[src/rtl/sc2a_pkg.sv]
// shared types, scan codes and translation tables for the scan-code set 1 translator
// no dependencies; used by sc2a_xlate and scancode_to_ascii_with_fifo_top
package sc2a_pkg;

	// default queue depth; the queue holds one character less
	localparam int QUEUE_DEPTH_DEF = 32;

	// make codes at or above this length have no table entry
	localparam int XLATE_LEN = 99;

	// operation codes
	typedef enum logic {
		OP_KEY  = 1'b0,
		OP_READ = 1'b1
	} op_t;

	typedef logic [7:0] char_t;

	// scan codes with a fixed meaning
	localparam char_t SC_PREFIX     = 8'hE0;
	localparam char_t SC_LSHIFT     = 8'h2A;
	localparam char_t SC_RSHIFT     = 8'h36;
	localparam char_t SC_LSHIFT_BRK = 8'hAA;
	localparam char_t SC_RSHIFT_BRK = 8'hB6;
	localparam char_t SC_ALT        = 8'h38;
	localparam char_t SC_ALT_BRK    = 8'hB8;
	localparam char_t SC_CTRL       = 8'h1D;
	localparam char_t SC_CTRL_BRK   = 8'h9D;
	localparam char_t SC_SCROLL     = 8'h46;
	localparam char_t SC_CAPS       = 8'h3A;
	localparam char_t SC_NUM        = 8'h45;
	localparam char_t SC_SCROLL_BRK = 8'hC6;
	localparam char_t SC_NUM_BRK    = 8'hC5;
	localparam char_t SC_CAPS_BRK   = 8'hBA;

	// low seven bits of the codes that may follow the prefix byte
	localparam logic [6:0] EXT_ALT      = 7'h38;
	localparam logic [6:0] EXT_CTRL     = 7'h1D;
	localparam logic [6:0] EXT_KP_SLASH = 7'h35;
	localparam logic [6:0] EXT_KP_ENTER = 7'h1C;

	// table entry that stands for no character
	localparam char_t NO_CHAR = 8'hFF;

	// modifier state seen by the translator
	typedef struct packed {
		logic shift;
		logic ctrl;
		logic caps;
	} mods_t;

	// plain table, padded with no-character entries to 128
	localparam char_t TBL_PLAIN [128] = '{
		8'hFF, 8'h1B, 8'h31, 8'h32, 8'h33, 8'h34, 8'h35, 8'h36,
		8'h37, 8'h38, 8'h39, 8'h30, 8'h2D, 8'h3D, 8'h08, 8'h09,
		8'h71, 8'h77, 8'h65, 8'h72, 8'h74, 8'h79, 8'h75, 8'h69,
		8'h6F, 8'h70, 8'h5B, 8'h5D, 8'h0D, 8'hFF, 8'h61, 8'h73,
		8'h64, 8'h66, 8'h67, 8'h68, 8'h6A, 8'h6B, 8'h6C, 8'h3B,
		8'h27, 8'h60, 8'hFF, 8'h5C, 8'h7A, 8'h78, 8'h63, 8'h76,
		8'h62, 8'h6E, 8'h6D, 8'h2C, 8'h2E, 8'h2F, 8'hFF, 8'hFF,
		8'hFF, 8'h20, 8'hFF, 8'hFF, 8'hFF, 8'hFF, 8'hFF, 8'hFF,
		8'hFF, 8'hFF, 8'hFF, 8'hFF, 8'hFF, 8'hFF, 8'hFF, 8'h37,
		8'h38, 8'h39, 8'h2D, 8'h34, 8'h35, 8'h36, 8'h2B, 8'h31,
		8'h32, 8'h33, 8'h30, 8'h2E, 8'hFF, 8'hFF, 8'hFF, 8'hFF,
		8'hFF, 8'hFF, 8'hFF, 8'hFF, 8'hFF, 8'hFF, 8'hFF, 8'hFF,
		8'h0D, 8'hFF, 8'hFF, 8'hFF, 8'hFF, 8'hFF, 8'hFF, 8'hFF,
		8'hFF, 8'hFF, 8'hFF, 8'hFF, 8'hFF, 8'hFF, 8'hFF, 8'hFF,
		8'hFF, 8'hFF, 8'hFF, 8'hFF, 8'hFF, 8'hFF, 8'hFF, 8'hFF,
		8'hFF, 8'hFF, 8'hFF, 8'hFF, 8'hFF, 8'hFF, 8'hFF, 8'hFF
	};

	// shift table
	localparam char_t TBL_SHIFT [128] = '{
		8'hFF, 8'h1B, 8'h21, 8'h40, 8'h23, 8'h24, 8'h25, 8'h5E,
		8'h26, 8'h2A, 8'h28, 8'h29, 8'h5F, 8'h2B, 8'h08, 8'h09,
		8'h51, 8'h57, 8'h45, 8'h52, 8'h54, 8'h59, 8'h55, 8'h49,
		8'h4F, 8'h50, 8'h7B, 8'h7D, 8'h0D, 8'hFF, 8'h41, 8'h53,
		8'h44, 8'h46, 8'h47, 8'h48, 8'h4A, 8'h4B, 8'h4C, 8'h3A,
		8'h22, 8'h7E, 8'hFF, 8'h7C, 8'h5A, 8'h58, 8'h43, 8'h56,
		8'h42, 8'h4E, 8'h4D, 8'h3C, 8'h3E, 8'h3F, 8'hFF, 8'hFF,
		8'hFF, 8'h20, 8'hFF, 8'hFF, 8'hFF, 8'hFF, 8'hFF, 8'hFF,
		8'hFF, 8'hFF, 8'hFF, 8'hFF, 8'hFF, 8'hFF, 8'hFF, 8'h37,
		8'h38, 8'h39, 8'h2D, 8'h34, 8'h35, 8'h36, 8'h2B, 8'h31,
		8'h32, 8'h33, 8'h30, 8'h2E, 8'hFF, 8'hFF, 8'hFF, 8'hFF,
		8'hFF, 8'hFF, 8'hFF, 8'hFF, 8'hFF, 8'hFF, 8'hFF, 8'hFF,
		8'h0D, 8'hFF, 8'hFF, 8'hFF, 8'hFF, 8'hFF, 8'hFF, 8'hFF,
		8'hFF, 8'hFF, 8'hFF, 8'hFF, 8'hFF, 8'hFF, 8'hFF, 8'hFF,
		8'hFF, 8'hFF, 8'hFF, 8'hFF, 8'hFF, 8'hFF, 8'hFF, 8'hFF,
		8'hFF, 8'hFF, 8'hFF, 8'hFF, 8'hFF, 8'hFF, 8'hFF, 8'hFF
	};

	// ctrl table
	localparam char_t TBL_CTRL [128] = '{
		8'hFF, 8'h1B, 8'h31, 8'h00, 8'h33, 8'h34, 8'h35, 8'h1E,
		8'h37, 8'h38, 8'h39, 8'h30, 8'h1F, 8'h3D, 8'h08, 8'h09,
		8'h11, 8'h17, 8'h05, 8'h12, 8'h14, 8'h18, 8'h15, 8'h09,
		8'h0F, 8'h10, 8'h1B, 8'h1D, 8'h0A, 8'hFF, 8'h01, 8'h13,
		8'h04, 8'h06, 8'h08, 8'h09, 8'h0A, 8'h0B, 8'h0C, 8'h3B,
		8'h27, 8'h7E, 8'h00, 8'h1C, 8'h1A, 8'h18, 8'h03, 8'h16,
		8'h02, 8'h0E, 8'h0D, 8'h3C, 8'h3E, 8'h3F, 8'hFF, 8'hFF,
		8'hFF, 8'h00, 8'hFF, 8'hFF, 8'hFF, 8'hFF, 8'hFF, 8'hFF,
		8'hFF, 8'hFF, 8'hFF, 8'hFF, 8'hFF, 8'hFF, 8'hFF, 8'h37,
		8'h38, 8'h39, 8'h2D, 8'h34, 8'h35, 8'h36, 8'h2B, 8'h31,
		8'h32, 8'h33, 8'h30, 8'h2E, 8'hFF, 8'hFF, 8'hFF, 8'hFF,
		8'hFF, 8'hFF, 8'hFF, 8'hFF, 8'hFF, 8'hFF, 8'hFF, 8'hFF,
		8'h0D, 8'hFF, 8'hFF, 8'hFF, 8'hFF, 8'hFF, 8'hFF, 8'hFF,
		8'hFF, 8'hFF, 8'hFF, 8'hFF, 8'hFF, 8'hFF, 8'hFF, 8'hFF,
		8'hFF, 8'hFF, 8'hFF, 8'hFF, 8'hFF, 8'hFF, 8'hFF, 8'hFF,
		8'hFF, 8'hFF, 8'hFF, 8'hFF, 8'hFF, 8'hFF, 8'hFF, 8'hFF
	};

endpackage

[src/rtl/sc2a_ram.sv]
// generic single-port-write, single-port-read ram with registered read data
// no dependencies
module sc2a_ram #(
	parameter int WIDTH = 8,
	parameter int DEPTH = 32
) (
	input  logic                     clk,
	input  logic                     we,
	input  logic [$clog2(DEPTH)-1:0] waddr,
	input  logic [WIDTH-1:0]         wdata,
	input  logic                     re,
	input  logic [$clog2(DEPTH)-1:0] raddr,
	output logic [WIDTH-1:0]         rdata
);

	logic [WIDTH-1:0] mem_q [DEPTH];

	// write port
	always_ff @(posedge clk) begin
		if (we) begin
			mem_q[waddr] <= wdata;
		end
	end

	// registered read, holds when not enabled
	always_ff @(posedge clk) begin
		if (re) begin
			rdata <= mem_q[raddr];
		end
	end

endmodule

[src/rtl/sc2a_xlate.sv]
// make code to character lookup through the plain, shift and ctrl tables
// depends on sc2a_pkg
module sc2a_xlate (
	input  logic [6:0]      make_code,
	input  sc2a_pkg::mods_t mods,
	output sc2a_pkg::char_t kc
);
	import sc2a_pkg::*;

	char_t plain_c;
	char_t shift_c;
	char_t ctrl_c;

	assign plain_c = TBL_PLAIN[make_code];
	assign shift_c = TBL_SHIFT[make_code];
	assign ctrl_c  = TBL_CTRL[make_code];

	// ctrl over shift, shift over caps; caps touches letters only
	always_comb begin
		kc = plain_c;
		if (mods.caps && shift_c >= 8'h41 && shift_c <= 8'h5A) begin
			kc = shift_c;
		end
		if (mods.shift) begin
			kc = shift_c;
		end
		if (mods.ctrl) begin
			kc = ctrl_c;
		end
	end

endmodule

[src/rtl/scancode_to_ascii_with_fifo_top.sv]
// top level of the scan-code set 1 to character translator with its character queue
// depends on sc2a_pkg, sc2a_xlate and sc2a_ram
//
// Takes one transfer per clock when not stalled: a keyboard byte (op 0) updates the
// prefix, modifier and lock state and may push one translated character, a read
// (op 1) pops one. Every transfer gives exactly one result in the next cycle, the
// cycle of the registered read of the character ram. The result register and the
// input side work together, so a new transfer is taken while the previous result
// is taken from the output; item_stall rises only while a finished result is held
// by result_stall. The queue holds QUEUE_DEPTH - 1 characters and drops newer
// characters when full. led_bits always shows the lock state after the step.
module scancode_to_ascii_with_fifo_top #(
	parameter int QUEUE_DEPTH = sc2a_pkg::QUEUE_DEPTH_DEF
) (
	input  logic                  clk,
	input  logic                  arst_n,
	input  logic                  item_valid,
	output logic                  item_stall,
	input  logic                  op,
	input  sc2a_pkg::char_t       scan_byte,
	input  logic                  rx_error,
	input  logic                  from_aux,
	output logic                  result_valid,
	input  logic                  result_stall,
	output logic                  char_valid,
	output sc2a_pkg::char_t       char_code,
	output logic                  queue_nonempty,
	output logic                  dropped_full,
	output logic                  led_update,
	output logic [2:0]            led_bits
);
	import sc2a_pkg::*;

	localparam int AW = $clog2(QUEUE_DEPTH);
	localparam logic [AW-1:0] LAST_IDX = AW'(QUEUE_DEPTH - 1);
	localparam logic [AW-1:0] IDX_ONE  = AW'(1);

	// keyboard state
	logic prefix_q, shift_q, ctrl_q, alt_q, caps_q, num_q, scroll_q;
	logic prefix_d, shift_d, ctrl_d, alt_d, caps_d, num_d, scroll_d;
	logic [AW-1:0] wr_q, rd_q, wr_d, rd_d;
	logic [AW-1:0] wr_next, rd_next;

	// per-transfer results
	logic fire;
	logic push, pop, drop, ledup;
	logic ext_ok;
	char_t kc;
	mods_t mods;

	// result register
	logic out_valid_q;
	logic char_valid_s1, nonempty_s1, dropped_s1, ledup_s1;
	logic [2:0] led_s1;
	char_t ram_rdata;

	// handshake
	assign item_stall = out_valid_q & result_stall;
	assign fire       = item_valid & ~item_stall;

	// ring successors
	assign wr_next = (wr_q == LAST_IDX) ? '0 : wr_q + IDX_ONE;
	assign rd_next = (rd_q == LAST_IDX) ? '0 : rd_q + IDX_ONE;

	// table lookup
	assign mods = '{shift: shift_q, ctrl: ctrl_q, caps: caps_q};

	sc2a_xlate u_xlate (
		.make_code (scan_byte[6:0]),
		.mods      (mods),
		.kc        (kc)
	);

	// codes allowed after the prefix byte
	assign ext_ok = (scan_byte[6:0] == EXT_ALT) || (scan_byte[6:0] == EXT_CTRL) ||
		(scan_byte[6:0] == EXT_KP_SLASH) || (scan_byte[6:0] == EXT_KP_ENTER);

	// next state of the keyboard tracker and the queue pointers
	always_comb begin
		prefix_d = prefix_q;
		shift_d  = shift_q;
		ctrl_d   = ctrl_q;
		alt_d    = alt_q;
		caps_d   = caps_q;
		num_d    = num_q;
		scroll_d = scroll_q;
		wr_d     = wr_q;
		rd_d     = rd_q;
		push     = 1'b0;
		pop      = 1'b0;
		drop     = 1'b0;
		ledup    = 1'b0;
		if (fire) begin
			if (op == OP_READ) begin
				if (wr_q != rd_q) begin
					pop  = 1'b1;
					rd_d = rd_next;
				end
			end else if (!rx_error && !from_aux) begin
				if (scan_byte == SC_PREFIX) begin
					prefix_d = 1'b1;
				end else begin
					prefix_d = 1'b0;
					if (!prefix_q || ext_ok) begin
						case (scan_byte)
							SC_LSHIFT, SC_RSHIFT: shift_d = 1'b1;
							SC_LSHIFT_BRK, SC_RSHIFT_BRK: shift_d = 1'b0;
							SC_ALT: alt_d = 1'b1;
							SC_ALT_BRK: alt_d = 1'b0;
							SC_CTRL: ctrl_d = 1'b1;
							SC_CTRL_BRK: ctrl_d = 1'b0;
							SC_SCROLL: begin
								scroll_d = ~scroll_q;
								ledup    = 1'b1;
							end
							SC_CAPS: begin
								caps_d = ~caps_q;
								ledup  = 1'b1;
							end
							SC_NUM: begin
								num_d = ~num_q;
								ledup = 1'b1;
							end
							SC_SCROLL_BRK, SC_NUM_BRK, SC_CAPS_BRK: begin
							end
							default: begin
								if (!scan_byte[7] && scan_byte < 8'(XLATE_LEN) &&
										kc != NO_CHAR) begin
									if (wr_next == rd_q) begin
										drop = 1'b1;
									end else begin
										push = 1'b1;
										wr_d = wr_next;
									end
								end
							end
						endcase
					end
				end
			end
		end
	end

	// state registers
	always_ff @(posedge clk or negedge arst_n) begin
		if (!arst_n) begin
			prefix_q <= 1'b0;
			shift_q  <= 1'b0;
			ctrl_q   <= 1'b0;
			alt_q    <= 1'b0;
			caps_q   <= 1'b0;
			num_q    <= 1'b0;
			scroll_q <= 1'b0;
			wr_q     <= '0;
			rd_q     <= '0;
		end else begin
			prefix_q <= prefix_d;
			shift_q  <= shift_d;
			ctrl_q   <= ctrl_d;
			alt_q    <= alt_d;
			caps_q   <= caps_d;
			num_q    <= num_d;
			scroll_q <= scroll_d;
			wr_q     <= wr_d;
			rd_q     <= rd_d;
		end
	end

	// character store: push writes the new tail, pop reads the new head
	sc2a_ram #(
		.WIDTH (8),
		.DEPTH (QUEUE_DEPTH)
	) u_char_ram (
		.clk   (clk),
		.we    (push),
		.waddr (wr_next),
		.wdata (kc),
		.re    (pop),
		.raddr (rd_next),
		.rdata (ram_rdata)
	);

	// result valid
	always_ff @(posedge clk or negedge arst_n) begin
		if (!arst_n) begin
			out_valid_q <= 1'b0;
		end else if (fire) begin
			out_valid_q <= 1'b1;
		end else if (!result_stall) begin
			out_valid_q <= 1'b0;
		end
	end

	// result payload, loaded on each accepted transfer
	always_ff @(posedge clk) begin
		if (fire) begin
			char_valid_s1 <= pop;
			nonempty_s1   <= (wr_d != rd_d);
			dropped_s1    <= drop;
			ledup_s1      <= ledup;
			led_s1        <= {caps_d, num_d, scroll_d};
		end
	end

	// outputs
	assign result_valid   = out_valid_q;
	assign char_valid     = char_valid_s1;
	assign char_code      = char_valid_s1 ? ram_rdata : 8'h00;
	assign queue_nonempty = nonempty_s1;
	assign dropped_full   = dropped_s1;
	assign led_update     = ledup_s1;
	assign led_bits       = led_s1;

	// a pop on a non-empty queue delivers a character next cycle
	a_pop_delivers: assert property (@(posedge clk) disable iff (!arst_n)
		fire && (op == OP_READ) && (wr_q != rd_q) |=> out_valid_q && char_valid_s1)
		else $error("pop on non-empty queue gave no character");

	// a drop only happens with a full queue, so characters remain
	a_drop_full: assert property (@(posedge clk) disable iff (!arst_n)
		out_valid_q && dropped_s1 |-> nonempty_s1)
		else $error("character dropped while queue not full");

	// a lock toggle never comes with a pop or a push attempt
	a_led_alone: assert property (@(posedge clk) disable iff (!arst_n)
		out_valid_q && ledup_s1 |-> !char_valid_s1 && !dropped_s1)
		else $error("led update mixed with queue activity");

	// pointers stay inside the ring
	a_ptr_range: assert property (@(posedge clk) disable iff (!arst_n)
		(wr_q <= LAST_IDX) && (rd_q <= LAST_IDX))
		else $error("queue pointer out of range");

endmodule
[config.mk]
export PLATFORM = sky130hd
export DESIGN_NAME = scancode_to_ascii_with_fifo_top
export DESIGN_NICKNAME = d
export VERILOG_FILES = /design/src/rtl/sc2a_pkg.sv /design/src/rtl/sc2a_ram.sv /design/src/rtl/sc2a_xlate.sv /design/src/rtl/scancode_to_ascii_with_fifo_top.sv
export SDC_FILE = /design/constraint.sdc
export NUM_CORES = 1
export LEC_CHECK = 0
export ABC_AREA = 1
export CORE_MARGIN = 8
export CORE_UTILIZATION = 55
export DETAILED_ROUTE_END_ITERATION = 16
export DONT_BUFFER_PORTS = 1
export GPL_ROUTABILITY_DRIVEN = 0
export PLACE_DENSITY = 0.73
export SETUP_SLACK_MARGIN = 0.05
export SYNTH_ARGS = -nofsm -noshare
export SYNTH_HDL_FRONTEND = slang
export SYNTH_SLANG_ARGS = --single-unit
[constraint.sdc]
create_clock -name clk -period 6.03 [get_ports clk]
set_input_delay 0.603 -clock clk [delete_from_list [all_inputs] [get_ports clk]]
set_output_delay 0.603 -clock clk [all_outputs]
set_load 0.005 [all_outputs]
==> Word level (Yosys, flattened, before mapping) <==
Memory sizes are Yosys's and may differ from the RTL's. A register that Yosys moved wholly into a read port is not among the register bits.
Cells that the tools add are included.
{ "op_classes": {"n_addsub": 2, "magnitude_cmp": 4, "eq_ne": 26, "mux": 61, "n_bitwise": 12, "n_reduce_logical": 24} }
{ "op_table": {"columns": ["operator", "count"], "rows": [
  ["$mux W8", 10],
  ["$mux W5", 13],
  ["$eq A8 B8 Y1 const B", 8],
  ["$mux W1", 36],
  ["$eq A8 B6 Y1 const B", 4],
  ["$reduce_or A19 Y1", 1],
  ["$eq A8 B7 Y1 const B", 2],
  ["$eq A7 B5 Y1 const B", 2],
  ["$eq A7 B6 Y1 const B", 2],
  ["$reduce_or A14 Y1", 1],
  ["$reduce_and A6 Y1", 2],
  ["$add A5 B1 Y5 const B", 2],
  ["$eq A5 B5 Y1 const B", 2],
  ["$ne A5 B5 Y1", 2],
  ["$not A1 Y1", 9],
  ["$eq A8 B5 Y1 const B", 1],
  ["$ge A8 B7 Y1 const B", 1],
  ["$ge A8 B8 Y1 const B", 1],
  ["$le A8 B7 Y1 const B", 1],
  ["$lt A8 B7 Y1 const B", 1],
  ["$ne A8 B8 Y1 const B", 1],
  ["$not A7 Y8", 1],
  ["$eq A5 B5 Y1", 1],
  ["$logic_and A1 B1 Y1", 5],
  ["other kinds (10)", 20]
]} }
{ "word_totals": {"reg_bits": 24, "ramBits": 256, "mem_bits_ro": 3072, "out_inout_bits": 17, "elab_cells": 147, "memories": 4} }
{ "mem_list": {"columns": ["name", "depth", "width", "read_ports", "rd_clocked_by_memory_dff", "write_ports", "line_no", "rtl"], "rows": [
  ["(no name shown)", 128, 8, 1, 0, 0, "sc2a_xlate.sv:16", "assign ctrl_c = TBL_CTRL[make_code];"],
  ["(no name shown)", 128, 8, 1, 0, 0, "sc2a_xlate.sv:14", "assign plain_c = TBL_PLAIN[make_code];"],
  ["(no name shown)", 128, 8, 1, 0, 0, "sc2a_xlate.sv:15", "assign shift_c = TBL_SHIFT[make_code];"],
  ["u_char_ram.mem_q", 32, 8, 1, 1, 1, "sc2a_ram.sv:16", "logic [WIDTH-1:0] mem_q [DEPTH];"]
]} }

==> Depth between registers and ports, before layout <==
Gate-level depths: netlist (run 1).
{ "logic_depth": {"ltp_word": 21, "ltp_mapped": 30, "mapped_depth_nobuf": 29} }

==> Hierarchy <==
From an unflattened synthesis (run 1), not the netlist that was laid out.
{ "hier_totals": {"hier_cells": 1590, "hier_area_um2": 14799.2} }
{ "by_module_without_submodules": {"columns": ["mod", "n_inst", "cells_each", "area_each_um2", "seq_area_each_um2"], "rows": [
  ["sc2a_ram", 1, 922, 10866.7, 7927.6],
  ["sc2a_xlate", 1, 401, 2124.5, 0.0],
  ["scancode_to_ascii_with_fifo_top", 1, 267, 1808.0, 635.6]
]} }

==> Worst setup path before layout (run 1) <==
No wires, ideal clock.
{ "synth_timing": {"kind": "input port to flip-flop", "startpoint": "input port scan_byte[1]", "endpoint": "memory u_char_ram.mem_q[0][0], enable pin", "arrival_time_ps": 4024, "required_time_ps": 5753, "path_slack_ps": 1729, "stages": 21, "path_buffers": 0, "path_cell_list": "inv_1 ha_1 inv_1 nor3_2 nand2_1 nand2_1 nand3_1 nand2_1 nand3_1 nor2_1 nand2_1 nand3_4 nand3_1 a21oi_1 nand2_1 nor2_2 nand2_4 nand4_4 inv_2 nand2_1 nor2_1"} }
{ "synth_between": {"elab_chain_cells": 21} }
{ "synth_lines": {"columns": ["element", "line_no", "rtl"], "rows": [
  ["from (decl)", "scancode_to_ascii_with_fifo_top.sv:20", "input sc2a_pkg::char_t scan_byte,"],
  ["$not A7 Y8 (not written as such) *", "sc2a_xlate.sv:14, sc2a_xlate.sv:15, sc2a_xlate.sv:16", null],
  ["$mem_v2 Z128 W8", null, null],
  ["$mux W8 (not written as such) (2 in a row)", "sc2a_xlate.sv:15", null],
  ["$ge A8 B7 Y1", "sc2a_xlate.sv:21", "if (mods.caps && shift_c >= 8'h41 && shift_c <= 8'h5A) begin"],
  ["$logic_and A1 B1 Y1 (2 in a row)", "sc2a_xlate.sv:21", null],
  ["$mux W8", "sc2a_xlate.sv:21", null],
  ["$mux W8", "sc2a_xlate.sv:24", "if (mods.shift) begin"],
  ["$mux W8 *", "sc2a_xlate.sv:27", "if (mods.ctrl) begin"],
  ["named net kc[5]", "scancode_to_ascii_with_fifo_top.sv:48", "char_t kc;"],
  ["(+3 left out)", null, null],
  ["$mux W1 *", "scancode_to_ascii_with_fifo_top.sv:105", "case (scan_byte)"],
  ["$mux W1 *", "scancode_to_ascii_with_fifo_top.sv:104", "if (!prefix_q || ext_ok) begin"],
  ["$mux W1 *", "scancode_to_ascii_with_fifo_top.sv:100", "if (scan_byte == SC_PREFIX) begin"],
  ["$mux W1 *", "scancode_to_ascii_with_fifo_top.sv:99", "end else if (!rx_error && !from_aux) begin"],
  ["$mux W1 *", "scancode_to_ascii_with_fifo_top.sv:94", "if (op == OP_READ) begin"],
  ["$mux W1 *", "scancode_to_ascii_with_fifo_top.sv:93", "if (fire) begin"],
  ["$mux W1 *", "sc2a_ram.sv:20", "if (we) begin"],
  ["$mux W1 (not written as such) *", "sc2a_ram.sv:21", "mem_q[waddr] <= wdata;"],
  ["to (decl)", "sc2a_ram.sv:16", null]
]} }
The timed path passes the listed nets; every way through them passes the cells marked *. The select of a mux whose other input is x is not followed.

==> Worst setup path after layout (run 1) <==
{ "layout_timing": {"startpoint": "input port scan_byte[1]", "endpoint": "memory u_char_ram.mem_q[26][7], enable pin"} }
{ "layout_between": {"elab_chain_cells": 21} }
{ "layout_lines": {"columns": ["element", "line_no"], "rows": [
  ["$not A7 Y8 (not written as such)", "sc2a_xlate.sv:14, sc2a_xlate.sv:15, sc2a_xlate.sv:16"],
  ["$mem_v2 Z128 W8", null],
  ["$mux W8 (not written as such) (2 in a row)", "sc2a_xlate.sv:15"],
  ["$ge A8 B7 Y1", "sc2a_xlate.sv:21"],
  ["$logic_and A1 B1 Y1 (2 in a row)", "sc2a_xlate.sv:21"],
  ["$mux W8", "sc2a_xlate.sv:21"],
  ["$mux W8", "sc2a_xlate.sv:24"],
  ["$mux W8", "sc2a_xlate.sv:27"],
  ["(+3 left out)", null],
  ["$mux W1", "scancode_to_ascii_with_fifo_top.sv:105"],
  ["$mux W1", "scancode_to_ascii_with_fifo_top.sv:104"],
  ["$mux W1 *", "scancode_to_ascii_with_fifo_top.sv:100"],
  ["$mux W1 *", "scancode_to_ascii_with_fifo_top.sv:99"],
  ["$mux W1 *", "scancode_to_ascii_with_fifo_top.sv:94"],
  ["$mux W1 *", "scancode_to_ascii_with_fifo_top.sv:93"],
  ["$mux W1 *", "sc2a_ram.sv:20"],
  ["$mux W1 (not written as such) *", "sc2a_ram.sv:21"]
]} }
Mark *: on every way between the ends. The rest lies on a longest branch, timed or not. The select of a mux whose other input is x is not followed.

==> results.sh, run 1 <==
export IMPL_outcome="complete, no violations"
export IMPL_r2r_cells=15
export IMPL_diodes=0
export IMPL_dieWidth_um=175.6
export IMPL_fin_worst_skew_ns=0.03022
export IMPL_critPathBufInv=3
export IMPL_post_cts_setup_buffer_count=0
export IMPL_synth_cell_type_count=48
export IMPL_routed_via_density=6.337
export IMPL_insertion_delay_ns=0.57
export IMPL_holdPathEnd="result_valid$_DFFE_PN0P_"
export IMPL_period_minus_slack_ns=4.283
export IMPL_drtAntennaViolNets=0
export IMPL_design_area_um2=15180
export IMPL_grt_max_degree=66
export IMPL_yosys_area_top_type="edfxtp_1"
export IMPL_syn_avg_cell_area_um2=9.997
export IMPL_die_area_um2=30850
export IMPL_syn_inst=1402
export IMPL_cts_tree="yes"
export IMPL_crit_type="input port to register"
export IMPL_pre_cts_ws_ns=1.237
export IMPL_cp_cell_sequence="inv_1 > ha_1 > inv_1 > nand2_1 > nand2_1 > nand2_1 > nand2_1 > a21oi_1 > nand2_1 > a21oi_2 > nand2_1 > nand3_2 > nand3_4 > a21oi_1 > nand2_1 > nand3_1 > nor2_2 > nand2_4 > nand4_4 > inv_2 > nand2_1 > nor2_1"
export IMPL_start_util=0.5582
export IMPL_cts_max_path_buffers=3
export IMPL_cp_slowest_stage_delay_ns=0.69
export IMPL_r2r_setup_slack_ns=1.75
export IMPL_rsz0062_at_grt="false"
export IMPL_worst_path_dominant_cell_family="simple AND/OR/NAND/NOR gates"
export IMPL_endpoint_kind="register"
export IMPL_regToRegStartpoint="wr_q[0]$_DFF_PN0_"
export IMPL_routed_wl_um=37240
export IMPL_synth_warnings=0
export IMPL_finalSetupTns_ns=0
export IMPL_htreeDepth=1
export IMPL_slew_headroom=0.4212
export IMPL_syn_cell_area_um2=14020
export IMPL_cts_root_buf="clkbuf_16"
export IMPL_dpl_hpwl_um=23950
export IMPL_crit_fanout=12
export IMPL_hold_path_depth=2
export IMPL_cp_required_ns=6.20
export IMPL_first_global_vias=10170
export IMPL_r2r_end="u_char_ram.mem_q[26][7]$_DFFE_PP_"
export IMPL_dpl_instance_area_um2=14260
export IMPL_fp_coreArea_um2=25110
export IMPL_max_cap_violations=0
export IMPL_drv_slew=0
export IMPL_synth_edf_count=271
export IMPL_yosysSeqAreaShare=0.6110
export IMPL_ios=32
export IMPL_max_vdd_ir_drop_mv=0.3261
export IMPL_hold_class="input port to register"
export IMPL_drt_iter0_markers=1616
export IMPL_nFillCells=2083
export IMPL_numCtsBuffers=28
export IMPL_path_common_cell="nand2_1"
export IMPL_setup_viol=0
export IMPL_synth_nets=1441
export IMPL_nNetsFinal=1416
export IMPL_crit_arrival_ns=4.46
export IMPL_fmax_ghz=0.2335
export IMPL_setup_slack_ns=1.747
export IMPL_first_pass_iters=6
export IMPL_leakagePower_nw=5.401
export IMPL_area_growth_pct=8.311
export IMPL_io_buffers=0
export IMPL_avgRoutedWirePerCell_um=21.58
export IMPL_yosysTopAreaCellShare=0.5806
export IMPL_power_density_nw_per_um2=434.2
export IMPL_vias=10940
export IMPL_antenna_found_initial=0
export IMPL_synth_ff_type="edfxtp_1"
export IMPL_async_flop_share=0.05903
export IMPL_finalCritPeriodShare=0.7104
export IMPL_drive_gt1_frac=0.06447
export IMPL_max_slew_worst_pin_slew_ns=0.8673
export IMPL_overflow=0
export IMPL_clock_sinks=288
export IMPL_hold_viol=0
export IMPL_grt_usage=0.2356
export IMPL_drc=0
export IMPL_yosys_register_bits=288
export IMPL_placement_rows=58
export IMPL_crit_path_start_kind="input port"
export IMPL_cp_slowest_cell="nor2_1"
export IMPL_grt_pass1_wl_um=57760
export IMPL_yosys_top_cells_area="edfxtp_1 (58%), o21ai_0 (6.6%), nor2_1 (6.5%)"
export IMPL_worstHoldStart="item_valid"
export IMPL_path_clk_slew_ns=0.06
export IMPL_die_y_um=175.6
state kept, by name (all words and copies together) (netlist names):
register,flops
u_char_ram.mem_q,256
u_char_ram.rdata,8
rd_q,5
wr_q,5
led_bits,3
caps_q,1
char_valid,1
ctrl_q,1
dropped_full,1
led_update,1
num_q,1
prefix_q,1
queue_nonempty,1
result_valid,1
scroll_q,1
shift_q,1
layer usage:
layer  vias to the layer above  GRT usage  wire length (um)
li1                       4960          -                 -
met4                         0    0.07559              1130
met3                        95    0.03157              3712
met2                       737     0.3755             17280
met5                         -          0                 0
met1                      5145     0.3305             15120
area by class of cell:
type / instances / area, um2 / area share
clock inverters: 17 / 192.7 / 0.01269
multi-input cells: 957 / 4846 / 0.3192
inverters: 85 / 320.3 / 0.02110
flip-flops and latches: 288 / 8563 / 0.5641
clock buffers: 32 / 715.7 / 0.04714
repair buffers: 17 / 130.1 / 0.008572
well taps: 330 / 412.9 / 0.02720
layout by cell type (no fill, tap or decap), drive strengths merged, types with 2 or more instances in the layout:
cell,count
nand2,218
edfxtp,271
dfrtp,17
o22ai,36
or2,2
nor2,250
a31oi,22
o21ai,189
nor3,7
o211ai,21
clkinvlp,3
clkbuf,32
nand4,13
o21a,2
o221ai,33
nand3,87
a21oi,32
nor4,4
xor2,5
clkinv,14
ha,24
bufinv,3
buf,16
o2111ai,2
inv,82
kinds of logic (layout without fill, tap and decap cells):
group / after synthesis / count (layout) / share of synthesized area
xor+xnor: 5 / 5 / 0.003124
simple gates: 583 / 583 / 0.1756
fa+ha+maj: 24 / 24 / 0.02142
compound gates: 345 / 345 / 0.1441
buf+inv: 157 / 151 / 0.04481
flops: 288 / 288 / 0.6110
per-stage QoR:
step | total power [mW] | hold slack (ns) | instances | util
after global placement | 4.766 | 0.3079 | 1676 | 0.5680
after CTS | 6.531 | 0.1585 | 1726 | 0.6046
after floorplan | 3.998 | 0.3074 | 1402 | -
after global routing | 6.848 | 0.1650 | 1726 | 0.6046
final | 6.591 | 0.1721 | 1726 | 0.6046
after detailed placement | 4.804 | 0.3078 | 1676 | 0.5680
where the power goes:
| group | leakage, nW | internal (mW) | switching, mW |
|---|---|---|---|
| Combinational | 2.33 | 0.692 | 1.82 |
| Sequential | 2.64 | 2.30 | 0.0415 |
| Clock | 0.434 | 0.985 | 0.751 |
| Total | 5.40 | 3.97 | 2.62 |
worst max path at each step:
stage | startpoint | end | slack, ns | cells past startpoint
6_report | scan_byte[1] | u_char_ram.mem_q[26][7]$_DFFE_PP_ | 1.75 | 22
4_1_cts | wr_q[0]$_DFF_PN0_ | u_char_ram.mem_q[14][7]$_DFFE_PP_ | 1.76 | 15
3_5_place_dp | scan_byte[1] | u_char_ram.mem_q[14][6]$_DFFE_PP_ | 1.24 | 20
5_1_grt | scan_byte[1] | u_char_ram.mem_q[26][7]$_DFFE_PP_ | 1.41 | 22
3_3_place_gp | scan_byte[1] | u_char_ram.mem_q[25][6]$_DFFE_PP_ | 1.43 | 20
2_1_floorplan | scan_byte[1] | u_char_ram.mem_q[0][0]$_DFFE_PP_ | 1.73 | 21
repair_timing:
item | 4_1_cts | 5_1_grt
endpoints found under the setup margin | 0 | 0
endpoints found under the hold margin | 17 | 0
hold buffers | 1 | 0
gates resized for setup | 0 | 0
synthesized netlist by cell type, types with 7 or more instances:
library cell,instances
nand2_1,214
o221ai_1,33
nor2_1,242
buf_2,13
o22ai_1,36
nor2_2,7
dfrtp_1,17
a31oi_1,22
nand3_1,82
clkbuf_1,52
o211ai_1,21
ha_1,24
o21ai_0,184
inv_1,76
edfxtp_1,271
a21oi_1,31
nand4_1,12
Power figures use the tool's default switching activity.
==> inputs of run 2 (changes only) <==
--- a/config.mk
+++ b/config.mk
@@ -11,7 +11,7 @@
 export DETAILED_ROUTE_END_ITERATION = 16
 export DONT_BUFFER_PORTS = 1
 export GPL_ROUTABILITY_DRIVEN = 0
-export PLACE_DENSITY = 0.73
+export PLACE_DENSITY = 0.76
 export SETUP_SLACK_MARGIN = 0.05
 export SYNTH_ARGS = -nofsm -noshare
 export SYNTH_HDL_FRONTEND = slang
==> constraint.sdc (replaced) <==
create_clock -name clk -period 3.8 [get_ports clk]
set_input_delay 0.38 -clock clk [delete_from_list [all_inputs] [get_ports clk]]
set_output_delay 0.38 -clock clk [all_outputs]
set_load 0.005 [all_outputs]
==> results.sh, run 2 (same netlist as run 1, synthesis figures left out) <==
export IMPL_outcome="complete, no violations"
export IMPL_nNetsFinal=1472
export IMPL_drive_gt1_frac=0.09655
export IMPL_endpoint_kind="register"
export IMPL_layout_commonest_cell="edfxtp_1"
export IMPL_cp_slowest_cell="ha_1"
export IMPL_leakagePower_nw=5.695
export IMPL_hold_viol=0
export IMPL_insertion_delay_ns=0.55
export IMPL_grt_pass1_wl_um=59410
export IMPL_numCtsBuffers=27
export IMPL_largest_reg_flops=256
export IMPL_cts_max_path_buffers=3
export IMPL_max_cap_violations=0
export IMPL_fmax_ghz=0.3148
export IMPL_die_y_um=175.6
export IMPL_area_growth_pct=11.39
export IMPL_max_vdd_ir_drop_mv=0.4631
export IMPL_layout_common_cells="edfxtp_1 (271), nor2_1 (241), nand2_1 (214)"
export IMPL_cts_tree="yes"
export IMPL_nFillCells=1972
export IMPL_path_common_cell="nand2_1"
export IMPL_dpl_hpwl_um=24660
export IMPL_fin_hold_ws_ns=0.07771
export IMPL_finalCritPeriodShare=0.8361
export IMPL_grt_max_degree=130
export IMPL_crit_arrival_ns=3.43
export IMPL_critPathBufInv=5
export IMPL_antenna_found_initial=0
export IMPL_overflow=0
export IMPL_path_clk_slew_ns=0.06
export IMPL_power_density_nw_per_um2=656.4
export IMPL_slew_headroom=0.4549
export IMPL_fin_worst_skew_ns=0.01363
export IMPL_diodes=0
export IMPL_regMostFlops="u_char_ram.mem_q"
export IMPL_cts_root_buf="clkbuf_16"
export IMPL_max_slew_worst_pin_slew_ns=0.8138
export IMPL_dieWidth_um=175.6
export IMPL_reg_top3="u_char_ram.mem_q x256, u_char_ram.rdata x8"
export IMPL_routed_wl_um=38280
export IMPL_hold_class="input port to register"
export IMPL_clock_sinks=288
export IMPL_drtAntennaViolNets=0
export IMPL_fp_coreArea_um2=25110
export IMPL_rsz0062_at_grt="false"
export IMPL_htreeDepth=1
export IMPL_drc=0
export IMPL_crit_type="input port to register"
export IMPL_grt_usage=0.2437
export IMPL_drt_iter0_markers=1924
export IMPL_cp_slowest_stage_delay_ns=0.28
export IMPL_crit_fanout=12
export IMPL_routed_via_density=6.287
export IMPL_placement_rows=58
export IMPL_io_buffers=0
export IMPL_period_minus_slack_ns=3.177
export IMPL_die_area_um2=30850
export IMPL_ios=32
export IMPL_start_util=0.5582
export IMPL_vias=11190
export IMPL_finalSetupTns_ns=0
export IMPL_first_pass_iters=8
export IMPL_avgRoutedWirePerCell_um=21.51
export IMPL_crit_path_start_kind="input port"
export IMPL_worst_path_dominant_cell_family="simple AND/OR/NAND/NOR gates"
export IMPL_cp_required_ns=4.05
export IMPL_drv_slew=0
export IMPL_setup_viol=0
export IMPL_first_global_vias=10480
[run 2: changes by cell type in the layout (fill, tap and decap cells not counted), moves of 2 or more]
cell and change:
clkinv_1 -2, dlygate4sd3_1 +3, buf_12 +6, clkbuf_1 +3, buf_4 +48, clkinvlp_4 -2, clkinv_2 -2, bufinv_16 -3
[run 2: final cells by class]
| cell class | instances | area (um2) | area share |
|---|---|---|---|
| clock buffers | 37 | 765.7 | 0.04905 |
| clock inverters | 9 | 63.81 | 0.004087 |
| inverters | 85 | 320.3 | 0.02052 |
| well taps | 330 | 412.9 | 0.02645 |
| multi-input cells | 957 | 4846 | 0.3104 |
| repair buffers | 74 | 640.6 | 0.04103 |
| flip-flops and latches | 288 | 8563 | 0.5485 |
[run 2: path summary, 6_finish.rpt]
kind,from,endpoint,slack (ns),cells past startpoint
worst max-delay path,scan_byte[1],u_char_ram.mem_q[20][4]$_DFFE_PP_,0.62,26
worst min-delay path,scan_byte[6],shift_q$_DFFE_PN0P_,0.08,3
worst max register to register,rd_q[0]$_DFF_PN0_,u_char_ram.rdata[7]$_DFFE_PP_,0.66,13
worst min register to register,num_q$_DFF_PN0_,num_q$_DFF_PN0_,0.52,2
max in group asynchronous,arst_n,result_valid$_DFFE_PN0P_,2.96,1
min in group asynchronous,arst_n,ctrl_q$_DFFE_PN0P_,0.35,1
[run 2: where the power goes]
group / internal [mW] / total, mW / switching, mW
Clock: 1.41 / 2.56 / 1.15
Sequential: 3.64 / 3.70 / 0.0562
Combinational: 1.18 / 3.99 / 2.80
[run 2: layer usage]
layer  wire (um)  track usage
met1       14870       0.3259
met4        1662      0.09608
met5           0            0
met3        4004      0.03650
met2       17740       0.3954
[run 2: timing repair]
action | CTS | global route
endpoints found under the hold margin | 20 | 0
gates resized for setup | 0 | 0
buffers inserted | 0 | 0
hold buffers | 4 | 0
[run 2: worst min-delay path: stages]
cell and delay (ns):
a21oi_1 0.04, nand2_1 0.09, o21ai_0 0.07
[run 2: stage by stage]
step	power (mW)	area, um2	setup slack (ns)	instances	util
6_report	10.25	15610	0.6230	1780	0.6218
5_1_grt	10.73	15610	0.3669	1780	0.6218
4_1_cts	10.16	15610	0.6979	1780	0.6218
3_5_place_dp	7.620	14740	0.1447	1730	0.5872
3_3_place_gp	7.563	14740	0.1843	1730	0.5872
2_1_floorplan	6.344	14020	-0.08212	1402	-
